## src/rtl/core/hpe_pkg.sv

```systemverilog
// Shared constants, types and a helper function for the haplotype pair enumerator.
package hpe_pkg;

  localparam int MAX_LOCI = 8;
  localparam int MAX_ALLELES = 16;
  localparam int LOCUS_W = 3;
  localparam int ALLELE_W = 5;
  localparam int DIGIT_W = 4;
  localparam int NLOCI_W = 4;
  localparam int CODE_W = 32;
  localparam int SWAP_W = 8;
  localparam int HET_W = 4;

  localparam logic REG_NUM_LOCI = 1'b0;
  localparam logic REG_DIPLOID = 1'b1;

  typedef enum logic [2:0] {
    MAC_HOLD,
    MAC_CLEAR,
    MAC_ACC0,
    MAC_ACC1,
    MAC_SCALE
  } mac_op_t;

  typedef struct packed {
    mac_op_t op;
    logic [ALLELE_W-1:0] coef;
  } mac_cmd_t;

  function automatic logic [ALLELE_W-1:0] radix_of(input logic [ALLELE_W-1:0] c);
    logic [ALLELE_W-1:0] r;
    r = c;
    if (c == '0) begin
      r = ALLELE_W'(1);
    end else if (c > ALLELE_W'(MAX_ALLELES)) begin
      r = ALLELE_W'(MAX_ALLELES);
    end
    return r;
  endfunction

endpackage

```

## src/rtl/core/haplotype_pair_enumerator.sv

```systemverilog
// Top level of the haplotype pair enumerator: locus store, sequencer and counters.
// A load item is written when accepted and produces no result; busy stays low.
// A request on an exhausted enumeration answers on the cycle after it is accepted.
// Any other request walks the n loci in use, highest first, then raises done;
// the single multiply unit serves three steps per locus; busy is high meanwhile.
// Synchronous reset clears the counters and digits; the locus store holds no reset.
module haplotype_pair_enumerator (
  input  logic                            clk,
  input  logic                            rst,
  input  logic                            start,
  output logic                            busy,
  input  logic                            req_type,
  input  logic [hpe_pkg::LOCUS_W-1:0]     locus_index,
  input  logic [hpe_pkg::ALLELE_W-1:0]    allele_count,
  input  logic [hpe_pkg::ALLELE_W-1:0]    allele_first,
  input  logic [hpe_pkg::ALLELE_W-1:0]    allele_second,
  input  logic                            wr_en,
  input  logic                            wr_index,
  input  logic [hpe_pkg::NLOCI_W-1:0]     wr_data,
  output logic                            done,
  output logic [hpe_pkg::CODE_W-1:0]      first_code,
  output logic signed [hpe_pkg::CODE_W:0] second_code,
  output logic                            last_flag,
  output logic                            status
);
  import hpe_pkg::*;

  typedef enum logic [1:0] {
    S_IDLE,
    S_LOCUS,
    S_FINISH
  } state_t;

  typedef enum logic [1:0] {
    PH_CODE0,
    PH_CODE1,
    PH_ADVANCE
  } phase_t;

  state_t state;
  phase_t phase;

  logic [NLOCI_W-1:0] num_loci;
  logic diploid_mode;

  logic [ALLELE_W-1:0] count_mem [MAX_LOCI];
  logic [ALLELE_W-1:0] allele0_mem [MAX_LOCI];
  logic [ALLELE_W-1:0] allele1_mem [MAX_LOCI];
  logic [DIGIT_W-1:0] dig0 [MAX_LOCI];
  logic [DIGIT_W-1:0] dig1 [MAX_LOCI];

  logic [SWAP_W-1:0] swap_counter;
  logic exhausted;
  logic [LOCUS_W-1:0] locus;
  logic carry;
  logic [HET_W-1:0] het_seen;

  logic accept;
  logic [NLOCI_W-1:0] n_use;
  logic [NLOCI_W-1:0] n_use_m1;
  logic [ALLELE_W-1:0] a0;
  logic [ALLELE_W-1:0] a1;
  logic [ALLELE_W-1:0] radix;
  logic missing;
  logic het;
  logic swap_bit;
  logic [ALLELE_W-1:0] h0;
  logic [ALLELE_W-1:0] h1;
  logic [ALLELE_W-1:0] d0_inc;
  logic [ALLELE_W-1:0] d1_inc;
  logic d0_wrap;
  logic d1_wrap;
  logic [DIGIT_W-1:0] d0_next;
  logic [DIGIT_W-1:0] d1_next;
  logic [SWAP_W:0] swap_inc;
  logic [SWAP_W:0] het_limit;
  logic can_swap;
  mac_cmd_t mac_cmd;
  logic [CODE_W-1:0] acc0;
  logic [CODE_W-1:0] acc1;

  assign busy = (state != S_IDLE);
  assign accept = start && !busy;

  always_comb begin
    n_use = num_loci;
    if (num_loci == '0) begin
      n_use = NLOCI_W'(1);
    end else if (num_loci > NLOCI_W'(MAX_LOCI)) begin
      n_use = NLOCI_W'(MAX_LOCI);
    end
  end
  assign n_use_m1 = n_use - NLOCI_W'(1);

  assign a0 = allele0_mem[locus];
  assign a1 = allele1_mem[locus];
  assign radix = radix_of(count_mem[locus]);
  assign missing = diploid_mode ? ((a0 == '0) || (a1 == '0)) : (a0 == '0);
  assign het = diploid_mode && !missing && (a0 != a1);
  assign swap_bit = swap_counter[het_seen[LOCUS_W-1:0]];

  assign d0_inc = {1'b0, dig0[locus]} + ALLELE_W'(1);
  assign d1_inc = {1'b0, dig1[locus]} + ALLELE_W'(1);
  assign d0_wrap = (d0_inc >= radix);
  assign d1_wrap = (d1_inc >= radix);
  assign d0_next = d0_wrap ? '0 : d0_inc[DIGIT_W-1:0];
  assign d1_next = d1_wrap ? '0 : d1_inc[DIGIT_W-1:0];

  always_comb begin
    if (missing) begin
      h0 = d0_inc;
      h1 = d1_inc;
    end else if (het && swap_bit) begin
      h0 = a1;
      h1 = a0;
    end else begin
      h0 = a0;
      h1 = a1;
    end
  end

  assign swap_inc = {1'b0, swap_counter} + (SWAP_W+1)'(1);
  assign het_limit = (SWAP_W+1)'(1) << het_seen;
  assign can_swap = diploid_mode && (swap_inc < het_limit);

  always_comb begin
    mac_cmd.op = MAC_HOLD;
    mac_cmd.coef = '0;
    unique case (state)
      S_IDLE: begin
        if (accept && req_type && !exhausted) begin
          mac_cmd.op = MAC_CLEAR;
        end
      end
      S_LOCUS: begin
        unique case (phase)
          PH_CODE0: begin
            mac_cmd.op = MAC_ACC0;
            mac_cmd.coef = h0 - ALLELE_W'(1);
          end
          PH_CODE1: begin
            mac_cmd.op = MAC_ACC1;
            mac_cmd.coef = h1 - ALLELE_W'(1);
          end
          PH_ADVANCE: begin
            mac_cmd.op = MAC_SCALE;
            mac_cmd.coef = radix;
          end
          default: begin
          end
        endcase
      end
      S_FINISH: begin
      end
      default: begin
      end
    endcase
  end

  hpe_mac u_mac (
    .clk  (clk),
    .cmd  (mac_cmd),
    .acc0 (acc0),
    .acc1 (acc1)
  );

  always_ff @(posedge clk) begin
    if (rst) begin
      state <= S_IDLE;
      phase <= PH_CODE0;
      done <= 1'b0;
      status <= 1'b0;
      last_flag <= 1'b0;
      num_loci <= NLOCI_W'(1);
      diploid_mode <= 1'b1;
      swap_counter <= '0;
      exhausted <= 1'b0;
      carry <= 1'b0;
      het_seen <= '0;
      locus <= '0;
      for (int k = 0; k < MAX_LOCI; k++) begin
        dig0[k] <= '0;
        dig1[k] <= '0;
      end
    end else begin
      done <= 1'b0;

      if (wr_en) begin
        unique case (wr_index)
          REG_NUM_LOCI: num_loci <= wr_data;
          REG_DIPLOID: diploid_mode <= wr_data[0];
        endcase
        swap_counter <= '0;
        exhausted <= 1'b0;
        for (int k = 0; k < MAX_LOCI; k++) begin
          dig0[k] <= '0;
          dig1[k] <= '0;
        end
      end

      unique case (state)
        S_IDLE: begin
          if (accept) begin
            if (!req_type) begin
              count_mem[locus_index] <= allele_count;
              allele0_mem[locus_index] <= allele_first;
              allele1_mem[locus_index] <= allele_second;
              swap_counter <= '0;
              exhausted <= 1'b0;
              for (int k = 0; k < MAX_LOCI; k++) begin
                dig0[k] <= '0;
                dig1[k] <= '0;
              end
            end else if (exhausted) begin
              done <= 1'b1;
              status <= 1'b1;
              last_flag <= 1'b0;
              first_code <= '0;
              second_code <= '0;
            end else begin
              state <= S_LOCUS;
              phase <= PH_CODE0;
              locus <= n_use_m1[LOCUS_W-1:0];
              carry <= 1'b1;
              het_seen <= '0;
            end
          end
        end
        S_LOCUS: begin
          unique case (phase)
            PH_CODE0: phase <= PH_CODE1;
            PH_CODE1: phase <= PH_ADVANCE;
            PH_ADVANCE: begin
              phase <= PH_CODE0;
              if (het) begin
                het_seen <= het_seen + HET_W'(1);
              end
              if (missing && carry) begin
                if (diploid_mode) begin
                  dig1[locus] <= d1_next;
                  if (d1_wrap) begin
                    dig0[locus] <= d0_next;
                  end
                  carry <= d1_wrap && d0_wrap;
                end else begin
                  dig0[locus] <= d0_next;
                  carry <= d0_wrap;
                end
              end
              if (locus == '0) begin
                state <= S_FINISH;
              end else begin
                locus <= locus - LOCUS_W'(1);
              end
            end
            default: begin
            end
          endcase
        end
        S_FINISH: begin
          state <= S_IDLE;
          done <= 1'b1;
          status <= 1'b0;
          first_code <= acc0;
          second_code <= diploid_mode ? {1'b0, acc1} : '1;
          last_flag <= 1'b0;
          if (carry) begin
            if (can_swap) begin
              swap_counter <= swap_inc[SWAP_W-1:0];
            end else begin
              exhausted <= 1'b1;
              last_flag <= 1'b1;
            end
          end
        end
        default: begin
          state <= S_IDLE;
        end
      endcase
    end
  end

endmodule

```

## src/rtl/core/hpe_mac.sv

```systemverilog
// Shared multiply unit that builds place values and accumulates both haplotype codes.
module hpe_mac (
  input  logic                          clk,
  input  hpe_pkg::mac_cmd_t             cmd,
  output logic [hpe_pkg::CODE_W-1:0]    acc0,
  output logic [hpe_pkg::CODE_W-1:0]    acc1
);
  import hpe_pkg::*;

  logic [CODE_W-1:0] place;
  logic [CODE_W+ALLELE_W-1:0] prod;

  assign prod = {{ALLELE_W{1'b0}}, place} * {{CODE_W{1'b0}}, cmd.coef};

  always_ff @(posedge clk) begin
    unique case (cmd.op)
      MAC_HOLD: begin
      end
      MAC_CLEAR: begin
        place <= CODE_W'(1);
        acc0 <= '0;
        acc1 <= '0;
      end
      MAC_ACC0: begin
        acc0 <= acc0 + prod[CODE_W-1:0];
      end
      MAC_ACC1: begin
        acc1 <= acc1 + prod[CODE_W-1:0];
      end
      MAC_SCALE: begin
        place <= prod[CODE_W-1:0];
      end
      default: begin
      end
    endcase
  end

endmodule
```

## config.mk

```make
export PLATFORM = sky130hd
export DESIGN_NAME = haplotype_pair_enumerator
export DESIGN_NICKNAME = d
export VERILOG_FILES = /design/src/rtl/core/hpe_pkg.sv /design/src/rtl/core/haplotype_pair_enumerator.sv /design/src/rtl/core/hpe_mac.sv
export SDC_FILE = /design/constraint.sdc
export NUM_CORES = 1
export LEC_CHECK = 0
export ABC_AREA = 1
export BUFFER_PORTS_ARGS = -buffer_cell sky130_fd_sc_hd__buf_4
export CELL_PAD_IN_SITES_DETAIL_PLACEMENT = 2
export CELL_PAD_IN_SITES_GLOBAL_PLACEMENT = 2
export CORE_MARGIN = 2
export CORE_UTILIZATION = 25
export CTS_CLUSTER_SIZE = 20
export DETAILED_ROUTE_END_ITERATION = 10
export HOLD_SLACK_MARGIN = 0.12
export PLACE_DENSITY = 0.59
export SLEW_MARGIN = 20
export SYNTH_ARGS = -nofsm -noshare
export SYNTH_HDL_FRONTEND = slang
export SYNTH_HIERARCHICAL = 1
export SYNTH_SLANG_ARGS = --single-unit
```

## constraint.sdc

```tcl
create_clock -name clk -period 8.1 [get_ports clk]
set_input_delay 1.62 -clock clk [delete_from_list [all_inputs] [get_ports clk]]
set_output_delay 1.62 -clock clk [all_outputs]
set_load 0.05 [all_outputs]
```

Word-level counts from Yosys, hierarchy flattened
Memory sizes are Yosys's and may differ from the RTL's. A register that Yosys moved wholly into a read port is not among the register bits.
Cells that the tools add are included.
{"block": "totals", "wordCells": 286, "mem_count": 5, "input_bits": 28, "register_bits": 190, "ram_bits": 184, "output_inout_bits": 69}
{"block": "classes", "n_lt_le_gt_ge": 6, "mux": 157, "bitwise_logic": 35, "n_shift": 1, "eq_ne": 19, "n_mul": 1, "n_addsub": 10, "n_reduce_logical": 35}
{"memory": "allele0_mem", "depth": 8, "word_bits": 5, "rd": 1, "rd_clocked_by_memory_dff": 1, "write_ports": 1, "line": "haplotype_pair_enumerator.sv:47", "text": "logic [ALLELE_W-1:0] allele0_mem [MAX_LOCI];"}
{"memory": "allele1_mem", "depth": 8, "word_bits": 5, "rd": 1, "rd_clocked_by_memory_dff": 1, "write_ports": 1, "line": "haplotype_pair_enumerator.sv:48", "text": "logic [ALLELE_W-1:0] allele1_mem [MAX_LOCI];"}
{"memory": "count_mem", "depth": 8, "word_bits": 5, "rd": 1, "rd_clocked_by_memory_dff": 1, "write_ports": 1, "line": "haplotype_pair_enumerator.sv:46", "text": "logic [ALLELE_W-1:0] count_mem [MAX_LOCI];"}
{"memory": "dig0", "depth": 8, "word_bits": 4, "rd": 1, "rd_clocked_by_memory_dff": 1, "write_ports": 9, "line": "haplotype_pair_enumerator.sv:49", "text": "logic [DIGIT_W-1:0] dig0 [MAX_LOCI];"}
{"memory": "dig1", "depth": 8, "word_bits": 4, "rd": 1, "rd_clocked_by_memory_dff": 1, "write_ports": 9, "line": "haplotype_pair_enumerator.sv:50", "text": "logic [DIGIT_W-1:0] dig1 [MAX_LOCI];"}
{"cell": "32-bit case mux with 2 select lines", "n": 4}
{"cell": "4-bit 2-to-1 mux", "n": 40}
{"cell": "33-bit 2-to-1 mux", "n": 4}
{"cell": "32-bit 2-to-1 mux", "n": 3}
{"cell": "33-bit case mux with 2 select lines", "n": 1}
{"cell": "32-bit adder", "n": 2}
{"cell": "1-bit 2-to-1 mux", "n": 54}
{"cell": "3-bit 2-to-1 mux", "n": 17}
{"cell": "8-bit 2-to-1 mux", "n": 5}
{"cell": "5-bit 2-to-1 mux", "n": 7}
{"cell": "1-bit OR", "n": 33}
{"cell": "32-bit by 5-bit multiplier with 32-bit output", "n": 1}
{"cell": "8-bit case mux with 3 select lines", "n": 1}
{"cell": "2-bit != test (second input constant)", "n": 9}
{"cell": "6-bit AND reduction", "n": 3}
{"cell": "2-bit 2-to-1 mux", "n": 8}
{"cell": "8-bit case mux with 2 select lines", "n": 1}
{"cell": "5-bit logical NOT", "n": 3}
{"cell": "5-bit AND reduction", "n": 3}
{"cell": "3-bit case mux with 2 select lines", "n": 2}
{"cell": "2-bit nonzero test", "n": 6}
{"cell": "4-bit by 1-bit adder with 5-bit output (second input constant)", "n": 2}
{"cell": "5-bit greater-or-equal comparator", "n": 2}
{"cell": "1-bit case mux with 2 select lines", "n": 5}
{"cell": "29 further kinds", "n": 48}

Longest topological paths before layout
{"block": "logic_depth", "depth_word": 15, "mapped_depth": 60, "ltp_nobuf": 56}

Hierarchy
Netlist, hierarchy kept.
{"module": "haplotype_pair_enumerator", "area_per_inst_um2": 13548.0, "cells_each": 1449, "instances": 1}
{"module": "hpe_mac", "area_per_inst_um2": 12007.8, "cells_each": 1680, "instances": 1}

Worst setup path before layout
No wires, ideal clock.
{"block": "synth_path", "path_type": "reg-to-reg", "from": "register with a tool-made name", "to": "register u_mac/acc0[20] (netlist bit) (data pin)", "path_stages_with_launch": 47, "t_arrival_ns": 7.167, "required_ns": 7.846, "path_slack_ns": 0.679, "cell_sequence": "dfxtp_1 > buf_4 > buf_4 > buf_2 > o21ai_0 > o22ai_1 > inv_1 > o21a_1 > inv_1 > ha_1 > inv_1 > or2_1 > nand2_1 > inv_2 > o21ai_0 > nand2_1 > nand2_1 > nand2_1 > (+11 left out) > inv_1 > fa_1 > inv_1 > ha_1 > nand2_1 > inv_1 > a21boi_0 > nand3_1 > a21boi_2 > xor2_1 > inv_1 > ha_1 > nand2_1 > nor2_1 > nand2_1 > o311ai_0 > a21oi_1 > o21a_1"}
{"item": "to (signal assigned)", "line": "hpe_mac.sv:25", "text": "acc0 <= acc0 + prod[CODE_W-1:0];"}
{"item": "to (decl)", "line": "hpe_mac.sv:5", "text": "output logic [hpe_pkg::CODE_W-1:0] acc0,"}

==> out/metrics.csv <==
stage,metric,value,unit
timing,normalized max-slew margin,34.79,%
global_route,largest net degree at the start of global routing,68,
floorplan,die height,323.7,µm
setup_path,largest fanout of any net on the critical path,7,
drt,number of antenna-violating nets in the routed design,0,
global_route,global routing usage on met1,24.21,%
setup_path,Critical Path End Type,flip-flop,
yosys,Post-Syn Area,25560,µm²
timing,number of pins exceeding their max-slew limit in the final report,0,
cells_and_area,Post-Layout Inst Area,35650,µm²
status,outcome,"complete, no violations",
flow_run,Max-cap violations,0,
cts,CTS tree,yes,
placement,final weighted congestion in routability-driven placement,0.8688,
yosys,Gate Count Post-Synth,3129,
global_route,global-route met2 utilization,34.24,%
setup_path,destination of the critical timing path,u_mac/acc0[24],
yosys,Synthesis Warnings,6,
min_path,min-delay worst type,flip-flop to flip-flop,
cts,number of clock sinks,377,
drt,Detailed Route Iter0 Violations,863,
cells_and_area,share of cells above drive strength 1,29.87,%
floorplan,die extent in x,323.7,µm
setup_path,path depth of the worst reg2reg path,53,
drt,drt drc,0,
setup_path,required arrival time at the worst endpoint,8.49,ns
floorplan,initial core utilization,25.15,%
setup_path,worst setup path category,flip-flop to flip-flop,
timing,smallest setup slack after layout,0.002593,ns
setup_path,Worst R2R Setup Slack,0.003,ns
cts,maximum number of buffers from clock root to sink,3,
timing,RSZ-0062 raised after global routing,yes,
setup_path,delay of the slowest cell on the worst path,0.58,ns
cts,buffer cell driving the clock tree root,sky130_fd_sc_hd__clkbuf_16,
cts,H-tree depth,2,
global_route,overflow left after global routing,0,
min_path,worst hold path cell count,2,
cts,clock latency reported for the late side of the worst-skew pair,0.64,ns
yosys,unique cell type count in the Yosys netlist,59,
placement,post-detailed-placement cell area,30810,µm²
floorplan,number of core rows,117,
yosys,sequential share of the synthesized area,43.05,%
timing,Finish-stage setup viols,0,
setup_path,Critical-path top delay cell,sky130_fd_sc_hd__fa_1,
global_route,number of antenna violations at the first check in global routing,3,
floorplan,Die ar.,104800,µm²
setup_path,Worst setup SP type,flip-flop,
global_route,number of global-route vias before repair,26500,
global_route,met3 Use GR,2.060,%
placement,worst slack after detailed placement,-0.7392,ns
cells_and_area,Synth-to-Final Area Change,39.48,%
global_route,first-pass GRT wire length,155.1,mm
timing,post-layout min period,8.097,ns
setup_path,arrival time of the worst setup path,8.48,ns
cts,Post-CTS Hold Buffers,0,
global_route,global-route usage over all layers,19.19,%
timing,summed negative setup slack over all endpoints,0,ns
yosys,synthesized flop and latch total,377,
floorplan,core box area,101600,µm²
drt,"wirelength, routed",103.6,mm
setup_path,family with the most delay on the worst path,simple AND/OR/NAND/NOR gates,
global_route,Top Usage Layer GRT,met2,
cells_and_area,count of filler cells inserted in the layout,11420,
setup_path,Most Frequent Cell on Critical Path,sky130_fd_sc_hd__nand2_1,
setup_path,total stage count of the critical path,53,
cts,clock transition at the register clock pins on the worst setup and hold paths after CTS,0.06,ns
timing,clock skew after layout,0.02569,ns
setup_path,sum of buffers and inverters on the critical path,12,
timing,Least-Margin Pin Slew,0.9771,ns
timing,Final Hold Fails,0,
placement,IO Port Bufs,96,
timing,top achievable clock speed,123.5,MHz
drt,number of optimization iterations in the first detailed-route pass,5,
setup_path,endpoint of the most critical register-to-register path,u_mac/acc0[24],
yosys,syn_area_per_cell,8.167,µm²
drt,number of vias after detailed routing,23570,
timing,period utilisation layout,99.97,%
cells_and_area,fin nets,3900,
placement,placed wire-length estimate,77.68,mm
yosys,syn_nets,3375,
cts,number of buffers inserted during clock tree synthesis,50,
drt,post-detailed-route via-to-cell ratio,4.655,
drt,Routed WL per cell,20.47,µm
floorplan,num ports,97,
[metal layers]
metal / up-vias / wire [µm]
met2: 279 / 52440
met5: - / 13
met3: 153 / 2271
met1: 11860 / 45520
li1: 11270 / -
met4: 2 / 3361
[cell families (layout without fill, tap and decap cells)]
| family | after synthesis | after routing | synth area share [%] |
|---|---|---|---|
| and+or+nand+nor | 1421 | 1421 | 22.79 |
| buffers and inverters | 590 | 1153 | 9.087 |
| AOI/OAI and AO/OA | 494 | 495 | 10.91 |
| DFF | 377 | 377 | 43.05 |
| adders and majority gates | 218 | 218 | 13.17 |
| xor gates and xnor gates | 28 | 28 | 0.9596 |
| muxes | 1 | 1 | 0.03917 |
| other | 0 | 1 | 0 |
[layout by cell type, fill, tap and decap left out, types with 9 or more instances in the layout]
cell	n
sky130_fd_sc_hd__o21ai_0	117
sky130_fd_sc_hd__inv_1	456
sky130_fd_sc_hd__ha_4	53
sky130_fd_sc_hd__inv_2	44
sky130_fd_sc_hd__xor2_1	11
sky130_fd_sc_hd__nand2_1	640
sky130_fd_sc_hd__nor2_2	48
sky130_fd_sc_hd__a21oi_1	120
sky130_fd_sc_hd__a21oi_2	51
sky130_fd_sc_hd__o21ai_2	23
sky130_fd_sc_hd__o21a_1	31
sky130_fd_sc_hd__fa_1	82
sky130_fd_sc_hd__nand4_1	27
sky130_fd_sc_hd__edfxtp_1	345
sky130_fd_sc_hd__xor2_2	9
sky130_fd_sc_hd__nand2_4	16
sky130_fd_sc_hd__nor2_4	25
sky130_fd_sc_hd__ha_1	77
sky130_fd_sc_hd__a21oi_4	13
sky130_fd_sc_hd__clkinv_1	15
sky130_fd_sc_hd__clkbuf_16	57
sky130_fd_sc_hd__dfxtp_1	31
sky130_fd_sc_hd__nor2_1	376
sky130_fd_sc_hd__buf_4	495
sky130_fd_sc_hd__nand2_2	86
sky130_fd_sc_hd__buf_12	23
sky130_fd_sc_hd__nor3_1	19
sky130_fd_sc_hd__nand3_2	27
sky130_fd_sc_hd__buf_6	23
sky130_fd_sc_hd__nor3_2	14
sky130_fd_sc_hd__o211ai_1	9
sky130_fd_sc_hd__o21ai_1	40
sky130_fd_sc_hd__o22ai_1	21
sky130_fd_sc_hd__nand3_1	114
[sequential cells by signal, summed over array words and instances, names as in the netlist, 32 cells and up, named ones only]
name and flops:
allele0_mem 40, allele1_mem 40, count_mem 40, dig0 32, dig1 32, first_code 32, second_code 33, u_mac/acc0 32
u_mac/acc1 32, u_mac/place 32
[what timing repair did]
item                       4_1_cts  5_1_grt
hold endpoints to repair         0        0
resized for setup              114      507
pin swaps                       24      147
cloned                           2        5
setup buffers                   11       44
setup endpoints to repair       39       46
[synthesized netlist by cell type (all sizes together)]
master / count / share of area, %
nor3: 37 / 0.78
a311o: 1 / 0.039
o221ai: 4 / 0.14
o2111ai: 1 / 0.034
o21bai: 12 / 0.35
xor2: 24 / 0.82
or2: 4 / 0.098
nor4: 7 / 0.25
o211ai: 10 / 0.31
edfxtp: 345 / 41
a21boi: 5 / 0.18
o31ai: 3 / 0.088
nor3b: 4 / 0.16
mux2i: 1 / 0.039
nand3: 145 / 3.0
a21oi: 184 / 3.6
buf: 37 / 0.96
o32ai: 5 / 0.17
dfxtp: 32 / 2.5
nand3b: 3 / 0.088
clkinv: 4 / 0.059
a22oi: 3 / 0.088
nor2: 450 / 6.7
nand2: 744 / 11
xnor2: 4 / 0.14
a211oi: 7 / 0.21
o21a: 32 / 0.94
inv: 508 / 7.5
o21ai: 185 / 3.7
o311ai: 1 / 0.034
a21o: 7 / 0.21
clkbuf: 41 / 0.60
nand4: 27 / 0.66
fa: 85 / 6.7
ha: 133 / 6.5
o22ai: 23 / 0.56
a31oi: 11 / 0.29
[through the flow]
stage | hold slack [ns] | utilization [%] | std cells
2_1_floorplan | 0.4231 | - | 3129
3_3_place_gp | 0.4624 | 30.33 | 4909
3_5_place_dp | 0.4701 | 30.33 | 4909
4_1_cts | 0.4782 | 32.58 | 5013
5_1_grt | 0.5115 | 35.08 | 5061
6_report | 0.4737 | 35.09 | 5062
[worst register-to-register path, delay by kind of cell (launching register included)]
family / cells / cell delay, ns
simple gates: 32 / 3.35
buf+inv: 12 / 1.29
compound gates: 2 / 0.28
fa+ha+maj: 6 / 2.37
xor+xnor: 1 / 0.10
flops: 1 / 0.46
[worst min-delay path by stage]
| stage | startpoint | endpoint |
|---|---|---|
| 4_1_cts | last_flag | last_flag |
| 5_1_grt | last_flag | last_flag |
| 3_3_place_gp | last_flag | last_flag |
| 6_report | last_flag | last_flag |
| 2_1_floorplan | num_loci[0] | num_loci[0] |
| 3_5_place_dp | last_flag | last_flag |
[final cells by class]
cell class | count | area, µm² | area share, %
Antenna cell | 1 | 2.502 | 0.007020
Clock buffer | 60 | 1341 | 3.763
Clock inverter | 31 | 327.8 | 0.9197
Inverter | 512 | 1949 | 5.469
Multi-Input combinational cell | 2163 | 14670 | 41.16
Sequential cell | 377 | 11000 | 30.87
Tap cell | 1368 | 1712 | 4.802
Timing Repair Buffer | 550 | 4638 | 13.01
Power is not shown: default switching activity piles up to over one toggle a cycle in this logic, so the estimate is an artifact.
